File: config.mk
export PLATFORM = sky130hd
export DESIGN_NAME = svp_ctrl
export DESIGN_NICKNAME = d
export VERILOG_FILES = /design/src/sv/svp_pkg.sv /design/src/sv/svp_ctrl.sv
export SDC_FILE = /design/constraint.sdc
export NUM_CORES = 1
export LEC_CHECK = 0
export BUFFER_PORTS_ARGS = -buffer_cell sky130_fd_sc_hd__buf_2
export CAP_MARGIN = 20
export CELL_PAD_IN_SITES_DETAIL_PLACEMENT = 1
export CELL_PAD_IN_SITES_GLOBAL_PLACEMENT = 2
export CORE_MARGIN = 2
export CORE_UTILIZATION = 29
export CTS_CLUSTER_DIAMETER = 80
export DETAILED_ROUTE_END_ITERATION = 16
export GPL_ROUTABILITY_DRIVEN = 0
export PLACE_DENSITY_LB_ADDON = 0.12
export SLEW_MARGIN = 10
export SYNTH_ARGS = -nofsm -noshare
export SYNTH_HDL_FRONTEND = slang
export SYNTH_SLANG_ARGS = --single-unit
File: constraint.sdc
create_clock -name clk_i -period 1.75 [get_ports clk_i]
set_input_delay 0.175 -clock clk_i [delete_from_list [all_inputs] [get_ports clk_i]]
set_output_delay 0.175 -clock clk_i [all_outputs]
set_load 0.05 [all_outputs]
File: src/sv/svp_pkg.sv
`default_nettype none
package svp_pkg;

  // Defaults and fixed formats
  localparam int AXES_DEF       = 4;
  localparam int STEP_FRAC_BITS = 8;
  localparam int CFG_W          = 47;
  localparam int CFG_IDX_W      = 3;
  localparam int DIV_N_W        = 49;
  localparam int DIV_Q_W        = DIV_N_W + 32;

  localparam logic signed [63:0] LIM   = 64'sh3FFF_FFFF_FFFF_FFFF;
  localparam logic signed [64:0] LIM65 = 65'sh0_3FFF_FFFF_FFFF_FFFF;

  // Configuration register indexes
  localparam logic [CFG_IDX_W-1:0] REG_MAX_VEL   = 3'd0;
  localparam logic [CFG_IDX_W-1:0] REG_MAX_ACCEL = 3'd1;
  localparam logic [CFG_IDX_W-1:0] REG_PERIOD    = 3'd2;
  localparam logic [CFG_IDX_W-1:0] REG_RATE      = 3'd3;
  localparam logic [CFG_IDX_W-1:0] REG_SCALE     = 3'd4;
  localparam logic [CFG_IDX_W-1:0] REG_TOL       = 3'd5;

  typedef struct packed {
    logic [2:0]         axis;
    logic signed [47:0] position_command;
    logic [31:0]        feedback_count;
  } svp_in_t;

  typedef struct packed {
    logic [2:0]         axis_out;
    logic signed [31:0] velocity_word;
    logic signed [63:0] feedback_position;
  } svp_out_t;

  // Which product the shared multiplier forms
  typedef enum logic [3:0] {
    OP_A0   = 4'd0,
    OP_VEL  = 4'd1,
    OP_CUR  = 4'd2,
    OP_EOUT = 4'd3,
    OP_ECMD = 4'd4,
    OP_STEP = 4'd5,
    OP_CORR = 4'd6,
    OP_RAMP = 4'd7,
    OP_WORD = 4'd8
  } mul_op_e;

  typedef struct packed {
    logic    capture;
    logic    load;
    logic    mul_start;
    mul_op_e mul_op;
    logic    div_start;
    logic    t_max;
    logic    take_vel;
    logic    commit;
  } svp_cmd_t;

  typedef struct packed {
    logic axis_ok;
    logic acc_zero;
    logic short_match;
    logic in_tol;
    logic mul_done;
    logic div_done;
    logic out_free;
  } svp_sts_t;

  function automatic logic signed [63:0] sat_lim(input logic signed [64:0] x);
    logic signed [63:0] r;
    if (x > LIM65) r = LIM;
    else if (x < -LIM65) r = -LIM;
    else r = x[63:0];
    return r;
  endfunction

  function automatic logic signed [63:0] sat_add(input logic signed [63:0] a,
                                                 input logic signed [63:0] b);
    return sat_lim({a[63], a} + {b[63], b});
  endfunction

  function automatic logic signed [63:0] sat_sub(input logic signed [63:0] a,
                                                 input logic signed [63:0] b);
    return sat_lim({a[63], a} - {b[63], b});
  endfunction

  function automatic logic signed [63:0] clamp64(input logic signed [63:0] x,
                                                 input logic signed [63:0] lo,
                                                 input logic signed [63:0] hi);
    return (x < lo) ? lo : ((x > hi) ? hi : x);
  endfunction

  function automatic logic signed [63:0] abs64(input logic signed [63:0] x);
    return (x < 0) ? -x : x;
  endfunction

endpackage
`default_nettype wire

File: src/sv/svp_ctrl.sv
`default_nettype none
// Sequencer: steps one word through the planner datapath.
module svp_ctrl (
  input  wire logic              clk_i,
  input  wire logic              rst_ni,
  input  wire logic              in_valid_i,
  output logic                   in_stall_o,
  input  wire svp_pkg::svp_sts_t sts_i,
  output svp_pkg::svp_cmd_t      cmd_o
);
  import svp_pkg::*;

  typedef enum logic [12:0] {
    ST_IDLE = 13'b0000000000001,
    ST_LOAD = 13'b0000000000010,
    ST_A0   = 13'b0000000000100,
    ST_VEL  = 13'b0000000001000,
    ST_DIV  = 13'b0000000010000,
    ST_CUR  = 13'b0000000100000,
    ST_EOUT = 13'b0000001000000,
    ST_ECMD = 13'b0000010000000,
    ST_STEP = 13'b0000100000000,
    ST_CORR = 13'b0001000000000,
    ST_RAMP = 13'b0010000000000,
    ST_WORD = 13'b0100000000000,
    ST_OUT  = 13'b1000000000000
  } state_e;

  state_e  state_q, state_d, nxt;
  logic    wait_q, wait_d;
  logic    is_mul;
  mul_op_e op;

  assign in_stall_o = (state_q != ST_IDLE);

  always_comb begin
    cmd_o   = '0;
    state_d = state_q;
    wait_d  = wait_q;
    is_mul  = 1'b0;
    op      = OP_A0;
    nxt     = state_q;
    case (state_q)
      ST_IDLE: begin
        if (in_valid_i) begin
          cmd_o.capture = 1'b1;
          state_d       = ST_LOAD;
        end
      end
      ST_LOAD: begin
        cmd_o.load = 1'b1;
        state_d    = sts_i.axis_ok ? ST_A0 : ST_OUT;
      end
      ST_A0: begin
        is_mul = 1'b1; op = OP_A0; nxt = ST_VEL;
      end
      ST_VEL: begin
        is_mul = 1'b1; op = OP_VEL; nxt = ST_DIV;
      end
      ST_DIV: begin
        if (sts_i.acc_zero) begin
          cmd_o.t_max = 1'b1;
          state_d     = ST_CUR;
        end else begin
          cmd_o.div_start = !wait_q;
          wait_d          = !sts_i.div_done;
          if (sts_i.div_done) state_d = ST_CUR;
        end
      end
      ST_CUR: begin
        is_mul = 1'b1; op = OP_CUR; nxt = ST_EOUT;
      end
      ST_EOUT: begin
        is_mul = 1'b1; op = OP_EOUT; nxt = ST_ECMD;
      end
      ST_ECMD: begin
        is_mul = 1'b1; op = OP_ECMD; nxt = ST_STEP;
      end
      ST_STEP: begin
        is_mul = 1'b1; op = OP_STEP;
        // match fits in one period: plain match or correction, else ramp
        if (sts_i.short_match) nxt = sts_i.in_tol ? ST_WORD : ST_CORR;
        else nxt = ST_RAMP;
        cmd_o.take_vel = sts_i.mul_done && sts_i.short_match && sts_i.in_tol;
      end
      ST_CORR: begin
        is_mul = 1'b1; op = OP_CORR; nxt = ST_WORD;
      end
      ST_RAMP: begin
        is_mul = 1'b1; op = OP_RAMP; nxt = ST_WORD;
      end
      ST_WORD: begin
        is_mul = 1'b1; op = OP_WORD; nxt = ST_OUT;
      end
      ST_OUT: begin
        if (sts_i.out_free) begin
          cmd_o.commit = 1'b1;
          state_d      = ST_IDLE;
        end
      end
      default: begin
        state_d = ST_IDLE;
        wait_d  = 1'b0;
      end
    endcase

    // shared multiplier handshake
    if (is_mul) begin
      cmd_o.mul_op    = op;
      cmd_o.mul_start = !wait_q;
      wait_d          = !sts_i.mul_done;
      if (sts_i.mul_done) state_d = nxt;
    end
  end

  always_ff @(posedge clk_i or negedge rst_ni) begin
    if (!rst_ni) begin
      state_q <= ST_IDLE;
      wait_q  <= 1'b0;
    end else begin
      state_q <= state_d;
      wait_q  <= wait_d;
    end
  end

endmodule
`default_nettype wire

==> results.md, run 1 <==
* Synth unique cells at 43
* MaxCap Viol Count at 0
* First-pass GRT wire length at 8.99 mm
* Pwr dens at 980 nW/µm²
* Ant diodes at 0
* Worst EP arrival at 2020 ps
* Initial antenna violation count at 0
* Hold endpoint: state_q[12]$_DFFE_PN0P_
* Skew-Pair Late Insertion Delay at 260 ps
* Nets at 242
* Met3 GRT Util at 6.49%
* WP data required at 1570 ps
* Height of the die at 68.9 µm
* Post-synth EDFFs at 0
* RR Startpoint: state_q[3]$_DFFE_PN0P_
* Final setup viols at 24
* Final Routed Wirelength at 6.72 mm
* Pre-CTS setup slack at -298 ps
* ANT nets after route at 0
* Synth area leader: dfrtp_1
* Final WS setup at -448 ps
* Met2 GRT Util at 44.7%
* Max_slew headroom at 73.4%
* Reg-to-Reg End: state_q[8]$_DFFE_PN0P_
* Root Buffer: clkbuf_8
* Nets in the synthesized netlist at 154
* Syn Area/Cell at 8.48 µm²
* Area Growth Syn to Fin at 102%
* Status: finished, violations left
* Largest net degree at the start of global routing at 15
* Clock network power share at 12.7%
* Warnings, synthesis at 0
* Hold Vio Cnt, Final at 0
* 1st-iter DRT viols at 109
* Final clock period utilization by the worst path at 126%
* Die area at 4750 µm²
* #FFs+latches synth at 14
* Total clock sinks at 14
* Synth top area share at 26.6%
* Post-Route Setup TNS at -7580 ps
* Hold slack at 115 ps
* Worst hold path type: primary input to register
* Violated checks: setup timing
* Switching pwr at 1090 µW
* Pins Over Slew Limit at 0
* Layout cells sized above 1 at 67.5%
* Count leader, synth: inv_1
* CTS Buf Count at 3
* Reg2reg path depth at 9
* Net Sw Frac at 45.0%
* FFs w/ async S/R, synth at 100%
* CTS clk-pin slew, worst paths at 80 ps
* Pleak at 0.00108 µW
* Drt pass-1 iters at 4
* Clock tree from TritonCTS: built
* Startpoint Class: register
* Core area at 4030 µm²
* Layout Skew at 12.1 ps
* Synth top area cells: dfrtp_1 27%, nor4_4 5.2%, inv_1 4.9%
* Vias in the first global route at 1,655
* Top post-synthesis cells by count: 16 x inv_1, 13 x dfrtp_1, 10 x nor3_1, 9 x buf_2, 9 x nor2_1
* Via count at 1,623
* Reg power frac at 19.2%
* Setup CP Type: register to output port
* Width of the die at 68.9 µm
* Port Buffers at 21
* Worst slew pin tran at 397 ps
* Fmax at 455 MHz
* Critical path endpoint category: output port
* Synth Cell Area at 1220 µm²
* Max clock buf depth at 2
* FF-to-FF setup slack at -390 ps
* Final HPWL DP at 3.75 mm
* Seq/Total Area, Yosys at 28.8%
* Worst Hold Depth at 2
* Initial Util at 30.3%
* Rows at 23
* Drt via density at 5.78
* DR WL/cell at 23.9 µm
* Comb pwr share at 68.1%
* Crit Path Max Fanout at 4
* H-tree level count at 1
* Residual DRC at 0
* Peak VDD IR at 696 µV
* Util after Layout at 61.3%
* All-layer global routing usage at 26.8%
* Busiest metal layer after global routing: met2
* Prevailing post-synth register cell: dfrtp_1
* # fillers at 448
* Grt met1 use at 33.0%
* P_int at 1330 µW
* Minimum clock period at 2200 ps
* RSZ-0062 raised after global routing: yes
* Worst hold path startpoint: sts_i[6]
* Overflow after GRT at 0
* I/O pin total at 22
* Mapped Cells at 144
-- logic make-up after synthesis --
kind of cell,count (synthesis),share of synthesized area [%]
buffers and inverters,26,9.53
and+or+nand+nor,64,33.8
DFF,14,28.8
xor gates and xnor gates,5,3.59
AOI/OAI and AO/OA,35,24.3
-- power groups by stage --
stage               registers [µW]  clock network [µW]  logic [µW]
finish                         466                 307        1650
global route                   471                 334        1730
CTS                            455                 315        1320
detailed placement             455                   0        1120
global placement               452                   0        1100
floorplan                      450                   0         643
-- sequential cells by signal (all words and copies together) (netlist names) --
register and cells:
state_q 13, wait_q 1
-- metal layers --
layer / up-vias / wire [µm]
li1: 714 / -
met1: 825 / 2820
met2: 74 / 3400
met3: 10 / 387
met4: 0 / 102
met5: - / 0
-- how the worst max path moves through the flow --
stage,depth (start not counted),startpoint,to
2_1_floorplan,4,state_q[5]$_DFFE_PN0P_,cmd_o[10]
3_3_place_gp,8,state_q[4]$_DFFE_PN0P_,state_q[11]$_DFFE_PN0P_
3_5_place_dp,7,state_q[2]$_DFFE_PN0P_,state_q[8]$_DFFE_PN0P_
4_1_cts,7,state_q[3]$_DFFE_PN0P_,cmd_o[8]
5_1_grt,6,state_q[12]$_DFFE_PN0P_,cmd_o[8]
6_report,6,state_q[12]$_DFFE_PN0P_,cmd_o[8]
-- what timing repair did --
item | in CTS | in global routing
hold buffers | 1 | 0
pin swaps | 15 | 10
hold endpoints to repair | 13 | 0
buffers inserted | 12 | 9
endpoints found under the setup margin | 24 | 24
resized for setup | 54 | 45
-- final cells by class --
cell class | instances | area (µm²) | share of cell area, %
Clock buffer | 4 | 45.0 | 1.82
Inverter | 16 | 60.1 | 2.43
Multi-Input combinational cell | 104 | 1130 | 45.9
Sequential cell | 14 | 359 | 14.5
Tap cell | 50 | 62.6 | 2.53
Timing Repair Buffer | 93 | 808 | 32.7
-- worst max-delay path, cell delays in order, from the launching register on --
cell     delay [ps]
dfrtp_2         450
buf_4           160
nor4_4          330
and4_4          340
a41oi_4          80
a31oi_4         210
buf_6           180
-- layout by cell type (no fill, tap or decap), types with 2 or more instances in the layout --
master | netlist | layout
nand4_1 | 7 | 7
nand2_1 | 8 | 7
dfrtp_1 | 13 | 7
buf_8 | 0 | 7
xnor2_1 | 2 | 2
nor4_4 | 3 | 4
buf_2 | 9 | 9
and3_4 | 0 | 2
nor3_2 | 0 | 3
clkbuf_8 | 0 | 3
nor2_4 | 0 | 3
and4_4 | 1 | 4
dfrtp_2 | 0 | 6
nor2_1 | 9 | 6
a21oi_1 | 3 | 3
buf_4 | 0 | 60
inv_1 | 16 | 14
nor3_1 | 10 | 3
buf_6 | 1 | 14
nand3_4 | 0 | 5
inv_2 | 0 | 2
xor2_1 | 3 | 2
a31oi_4 | 1 | 2
nor4_1 | 3 | 2
nor4b_4 | 0 | 2
o21ai_0 | 6 | 5
nor3_4 | 0 | 4
o31ai_2 | 0 | 4
nor2b_1 | 2 | 2
buf_12 | 0 | 2
-- metrics by stage --
stage,cell area [µm²],std cells,power [µW]
final,2470,281,2420
after global routing,2470,281,2540
after CTS,2170,272,2090
after detailed placement,1810,255,1580
after global placement,1810,255,1560
after floorplan,1320,144,1090
(Power assumes the default switching activity.)
==> run 2, diff against run 1 <==
--- a/config.mk
+++ b/config.mk
@@ -14,6 +14,7 @@
 export CTS_CLUSTER_DIAMETER = 80
 export DETAILED_ROUTE_END_ITERATION = 16
 export GPL_ROUTABILITY_DRIVEN = 0
+export MAX_ROUTING_LAYER = met4
 export PLACE_DENSITY_LB_ADDON = 0.12
 export SLEW_MARGIN = 10
 export SYNTH_ARGS = -nofsm -noshare
==> run 2 against run 1 <==
Net effect:
- utilization unchanged
- sequential cell count unchanged
- clock-buffer cell count unchanged
- the flow still finishes with violations (setup timing)
- critical path type unchanged
==> results.md, run 2 (same netlist as run 1, synthesis figures left out) <==
* Reg power frac at 19.3% (about the same)
* CP max stage delay at 450 ps (about the same)
* Worst slew pin tran at 402 ps (+5.65 ps)
* P_int at 1330 µW (about the same)
* Top flop regs: state_q: 13 flops, wait_q: 1 flops
* Height of the die at 68.9 µm (unchanged)
* Final Routed Wirelength at 6.67 mm (-0.66%)
* Largest net degree at the start of global routing at 15 (unchanged)
* Pwr dens at 980 nW/µm² (about the same)
* Max reg flops at 13 (unchanged)
* Layout Skew at 12.2 ps (+0.134 ps)
* WP data required at 1570 ps (about the same)
* Worst EP arrival at 2030 ps (about the same)
* Final clock period utilization by the worst path at 126% (about the same)
* Hold slack at 112 ps (-3.65 ps)
* FF-to-FF setup slack at -390 ps (about the same)
* Post-Route Setup TNS at -7400 ps (+179 ps)
* Nets at 242 (unchanged)
* Switching pwr at 1090 µW (about the same)
* Biggest register: state_q
* Overflow after GRT at 0 (unchanged)
* 1st-iter DRT viols at 87 (-20%)
* CTS clk-pin slew, worst paths at 80 ps (about the same)
* Pins Over Slew Limit at 0 (unchanged)
* CP Buf/Inv Count at 2 (unchanged)
* Total clock sinks at 14 (unchanged)
* Clock tree from TritonCTS: built
* CP delay by family, top: simple AND/OR/NAND/NOR gates
* Rows at 23 (unchanged)
* Ant diodes at 0 (unchanged)
* Residual DRC at 0 (unchanged)
* Setup CP Type: register to output port
* Root Buffer: clkbuf_8
* Comb pwr share at 68.1% (about the same)
* Via count at 1,615 (-0.49%)
* Pre-CTS setup slack at -298 ps (unchanged)
* CP cell instances: buf_4, nor4_4, and4_4, a41oi_4, a31oi_4, buf_6
* Most frequent cells in the layout: 60 x buf_4, 14 x inv_1, 14 x buf_6
* Initial antenna violation count at 0 (unchanged)
* Violated checks: setup timing
* Crit Path Max Fanout at 4 (unchanged)
* Final HPWL DP at 3.75 mm (unchanged)
* Max_slew headroom at 73.0% (-0.38 points)
* Minimum clock period at 2200 ps (+1.80 ps)
* Die area at 4750 µm² (unchanged)
* Worst path slowest cell: dfrtp_2
* Net Sw Frac at 45.0% (about the same)
* Fmax at 455 MHz (about the same)
* Max clock buf depth at 2 (unchanged)
* Vias in the first global route at 1,653 (-0.12%)
* Port Buffers at 21 (unchanged)
* Core area at 4030 µm² (unchanged)
* CTS Buf Count at 3 (unchanged)
* Critical path endpoint category: output port
* Width of the die at 68.9 µm (unchanged)
* Drt pass-1 iters at 5 (+1)
* DR WL/cell at 23.7 µm (-0.66%)
* Clock network power share at 12.6% (about the same)
* Startpoint Class: register
* Status: finished, violations left
* Hold Vio Cnt, Final at 0 (unchanged)
* Pleak at 0.00108 µW (unchanged)
* Placed inst area at 1810 µm² (unchanged)
* RSZ-0062 raised after global routing: yes
* H-tree level count at 1 (unchanged)
* Initial Util at 30.3% (unchanged)
* Commonest non-fill, non-tap cell in the layout: buf_4
* Area Growth Syn to Fin at 102% (unchanged)
* MaxCap Viol Count at 0 (unchanged)
* First-pass GRT wire length at 9.00 mm (+0.16%)
* All-layer global routing usage at 27.5% (+0.75 points)
* Final setup viols at 24 (unchanged)
* Design area at 2470 µm² (unchanged)
* I/O pin total at 22 (unchanged)
* ANT nets after route at 0 (unchanged)
* Drt via density at 5.75 (-0.49%)
* Worst hold path type: primary input to register
* Peak VDD IR at 699 µV (+0.39%)
* Layout cells sized above 1 at 67.5% (unchanged)
* Skew-Pair Late Insertion Delay at 260 ps (about the same)
* Final WS setup at -450 ps (-1.80 ps)
-- run 2: cell counts in the layout (fill, tap and decap cells not counted) --
No cell type changed its count.
-- run 2: power by group through the flow --
stage / Sequential (µW) / Clock (µW) / Combinational (µW)
floorplan: 450 / 0 / 643
detailed placement: 455 / 0 / 1120
global placement: 452 / 0 / 1100
global route: 471 / 334 / 1730
finish: 467 / 306 / 1650
CTS: 455 / 315 / 1320
-- run 2: final cells by class --
cell class	instances	area [µm²]
clock buffers	4	45.0
fillers	448	1560
inverters	16	60.1
multi-input cells	104	1130
flip-flops and latches	14	359
well taps	50	62.6
repair buffers	93	808
-- run 2: routing by layer --
metal | track usage (%) | routed length, µm | vias to the layer above
li1 | - | - | 720
met1 | 33.3 | 2780 | 804
met2 | 44.6 | 3350 | 74
met3 | 6.17 | 400 | 17
met4 | 10.5 | 146 | 0
met5 | - | 0 | -
-- run 2: path summary, 6_finish.rpt --
check / start / end / cells after the start
max reg2reg: state_q[3]$_DFFE_PN0P_ / state_q[8]$_DFFE_PN0P_ / 9
min reg2reg: state_q[2]$_DFFE_PN0P_ / state_q[2]$_DFFE_PN0P_ / 2
max: state_q[12]$_DFFE_PN0P_ / cmd_o[8] / 6
min: sts_i[6] / state_q[12]$_DFFE_PN0P_ / 2
min in group asynchronous: rst_ni / state_q[10]$_DFFE_PN0P_ / 2
max in group asynchronous: rst_ni / state_q[0]$_DFFE_PN1P_ / 2
-- run 2: worst reg2reg max path, stage by stage (launching register included) --
cell and delay (ps):
dfrtp_2 440, buf_4 160, nor4b_2 330, and4_4 280, buf_4 120, o21bai_1 130, buf_4 160, nor4_4 50
buf_4 180, o32ai_4 210
-- run 2: what timing repair did --
item	CTS	global route
hold buffers	1	0
endpoints found under the setup margin	24	24
pin swaps	15	10
hold endpoints to repair	13	0
setup buffers	12	9
gates resized for setup	54	45
-- run 2: metrics by stage --
stage | util [%] | power, µW | cells
after global placement | 45.0 | 1560 | 255
after CTS | 53.8 | 2090 | 272
final | 61.3 | 2420 | 281
after detailed placement | 45.0 | 1580 | 255
after floorplan | - | 1090 | 144
after global routing | 61.3 | 2540 | 281
==> run 3, diff against run 2 <==
--- a/config.mk
+++ b/config.mk
@@ -20,3 +20,4 @@
 export SYNTH_ARGS = -nofsm -noshare
 export SYNTH_HDL_FRONTEND = slang
 export SYNTH_SLANG_ARGS = --single-unit
+export TNS_END_PERCENT = 20
==> constraint.sdc (replaced) <==
create_clock -name clk_i -period 1.8 [get_ports clk_i]
set_input_delay 0.18 -clock clk_i [delete_from_list [all_inputs] [get_ports clk_i]]
set_output_delay 0.18 -clock clk_i [all_outputs]
set_load 0.05 [all_outputs]
==> run 3 against run 2 <==
Net effect:
- global-route usage shrank 2.7 points
- the flow still finishes with violations (setup timing)
- combinational power down 19%
- utilization down 6.0 points
- clock skew fell by 7.0 ps
- power decreased by 12%
- sequential cell count unchanged
- hold slack better by 21 ps
- setup slack better by 92 ps
- register-to-register slack gained 100 ps
- cell count shrank 3.2%
- clock-buffer cell count is the same
- design area fell by 9.8%
==> results.md, run 3 (same netlist as run 1, synthesis figures left out) <==
* Status: finished, violations left
* Violated checks: setup timing
* Nets at 233 (-3.7%)
* Max reg flops at 13 (unchanged)
* First-pass GRT wire length at 8.11 mm (-10%)
* Reg2reg path depth at 7 (-2)
* Stages on worst setup path at 6 (unchanged)
* Switching pwr at 910 µW (-16%)
* Startpoint Class: register
* Setup CP Type: register to output port
* Skew-Pair Late Insertion Delay at 260 ps (about the same)
* Layout cells sized above 1 at 61.7% (-5.8 points)
* Port Buffers at 21 (unchanged)
* Max clock buf depth at 2 (unchanged)
* CTS Buf Count at 3 (unchanged)
* 1st-iter DRT viols at 69 (-21%)
* Total Power at 2120 µW (-12%)
* Pins Over Slew Limit at 0 (unchanged)
* Reg power frac at 20.9% (+1.6 points)
* Hold Vio Cnt, Final at 0 (unchanged)
* Die area at 4750 µm² (unchanged)
* Vias in the first global route at 1,607 (-2.8%)
* Worst hold path type: primary input to register
* Crit Path Max Fanout at 5 (+1)
* WP data required at 1620 ps (+50 ps)
* DR WL/cell at 19.5 µm (-18%)
* Minimum clock period at 2160 ps
* Final WS setup at -358 ps (+92.5 ps)
* Commonest non-fill, non-tap cell in the layout: buf_4
* Largest net degree at the start of global routing at 15 (unchanged)
* Drt pass-1 iters at 4 (-1)
* Via count at 1,461 (-9.5%)
* Initial Util at 30.3% (unchanged)
* Hold slack at 133 ps (+20.8 ps)
* Most frequent cells in the layout: 55 x buf_4, 15 x inv_1, 14 x buf_6
* Critical path endpoint category: output port
* Biggest register: state_q
* CP cell instances: buf_4, xor2_1, nand4_1, o21ba_4, a31oi_1, buf_4
* CP Buf/Inv Count at 2 (unchanged)
* MaxCap Viol Count at 0 (unchanged)
* Final clock period utilization by the worst path at 120%
* CP max stage delay at 470 ps (+20 ps)
* Initial antenna violation count at 0 (unchanged)
* Total clock sinks at 14 (unchanged)
* H-tree level count at 1 (unchanged)
* Ant diodes at 0 (unchanged)
* Max_slew headroom at 69.1% (-3.9 points)
* Clock network power share at 15.9% (+3.3 points)
* Worst Hold Depth at 2 (unchanged)
* Overflow after GRT at 0 (unchanged)
* Fmax at 463 MHz
* # placed instances at 257 (+0.78%)
* Area Growth Syn to Fin at 82.4%
* Top flop regs: state_q: 13 flops, wait_q: 1 flops
* Cell Count, Final, Fillers Out at 272 (-3.2%)
* Core area at 4030 µm² (unchanged)
* Pwr dens at 952 nW/µm² (-2.9%)
* P_int at 1210 µW (-9.0%)
* Width of the die at 68.9 µm (unchanged)
* Comb pwr share at 63.2% (-4.9 points)
* Layout Skew at 5.15 ps (-7.05 ps)
* Peak VDD IR at 508 µV (-27%)
* I/O pin total at 22 (unchanged)
* All-layer global routing usage at 24.8% (-2.7 points)
* Worst path slowest cell: dfrtp_2
* Residual DRC at 0 (unchanged)
* Pleak at 0.000979 µW (-9.6%)
* Final setup viols at 24 (unchanged)
* Rows at 23 (unchanged)
* Worst slew pin tran at 456 ps (+53.9 ps)
* Clock tree from TritonCTS: built
* Height of the die at 68.9 µm (unchanged)
* Final HPWL DP at 3.75 mm (about the same)
* # fillers at 486 (+8.5%)
* CP delay by family, top: flip-flops
* Worst EP arrival at 1980 ps (-50 ps)
* RSZ-0062 raised after global routing: yes
* Root Buffer: clkbuf_8
* Cell mode on critical path: buf_4
* CTS clk-pin slew, worst paths at 70 ps (about the same)
* Drt via density at 5.37 (-6.5%)
* ANT nets after route at 0 (unchanged)
* Net Sw Frac at 42.9% (-2.1 points)
* Final Routed Wirelength at 5.31 mm (-20%)
## run 3: cell count changes in the layout (fill, tap and decap cells not counted), moves of 3 or more
cell | previous run | this run
nand3_4 | 5 | 0
buf_8 | 7 | 4
nand3_1 | 1 | 4
buf_4 | 60 | 55
## run 3: cell type report
cell class | instances | area (µm²) | share of cell area (%)
multi-input combinational | 104 | 987 | 44.3
clock buffer | 4 | 55.1 | 2.47
tap | 50 | 62.6 | 2.81
sequential | 14 | 357 | 16.0
inverter | 16 | 60.1 | 2.70
timing repair buffer | 84 | 706 | 31.7
## run 3: per-layer routing
metal	vias up	wire, µm	track usage (%)	share of wire [%]
met5	-	0	-	0
met2	31	2810	43.1	53
met4	0	93	9.07	1.8
met1	723	2250	28.7	42
met3	6	166	4.22	3.1
li1	701	-	-	-
## run 3: repair_timing
item	4_1_cts	5_1_grt
endpoints found under the setup margin	24	24
hold buffers	1	0
setup buffers	8	2
resized for setup	52	27
endpoints found under the hold margin	13	0
pin swaps	16	9
## run 3: through the flow
step / cell area (µm²) / util, % / TNS (ps) / worst slack (ps)
floorplan: 1260 / - / -7350 / -584
global placement: 1770 / 44.0 / -2980 / -191
detailed placement: 1770 / 44.0 / -3260 / -221
CTS: 2080 / 51.7 / -4570 / -290
global route: 2230 / 55.3 / -7690 / -455
finish: 2230 / 55.3 / -5820 / -358
## run 3: path summary, 6_finish.rpt
kind	from	end	slack, ps
min	sts_i[3]	state_q[9]$_DFFE_PN0P_	130
max reg2reg	state_q[1]$_DFFE_PN0P_	state_q[8]$_DFFE_PN0P_	-290
max	state_q[6]$_DFFE_PN0P_	cmd_o[8]	-360
min in group asynchronous	rst_ni	state_q[5]$_DFFE_PN0P_	360
max in group asynchronous	rst_ni	state_q[0]$_DFFE_PN1P_	1130
min reg2reg	wait_q$_DFFE_PN0P_	wait_q$_DFFE_PN0P_	650
## run 3: power groups by stage
stage | Clock [µW] | Combinational (µW) | Sequential, µW
global placement | 0 | 1000 | 436
finish | 336 | 1340 | 444
CTS | 339 | 1240 | 442
global route | 354 | 1420 | 448
detailed placement | 0 | 1020 | 439
floorplan | 0 | 602 | 431
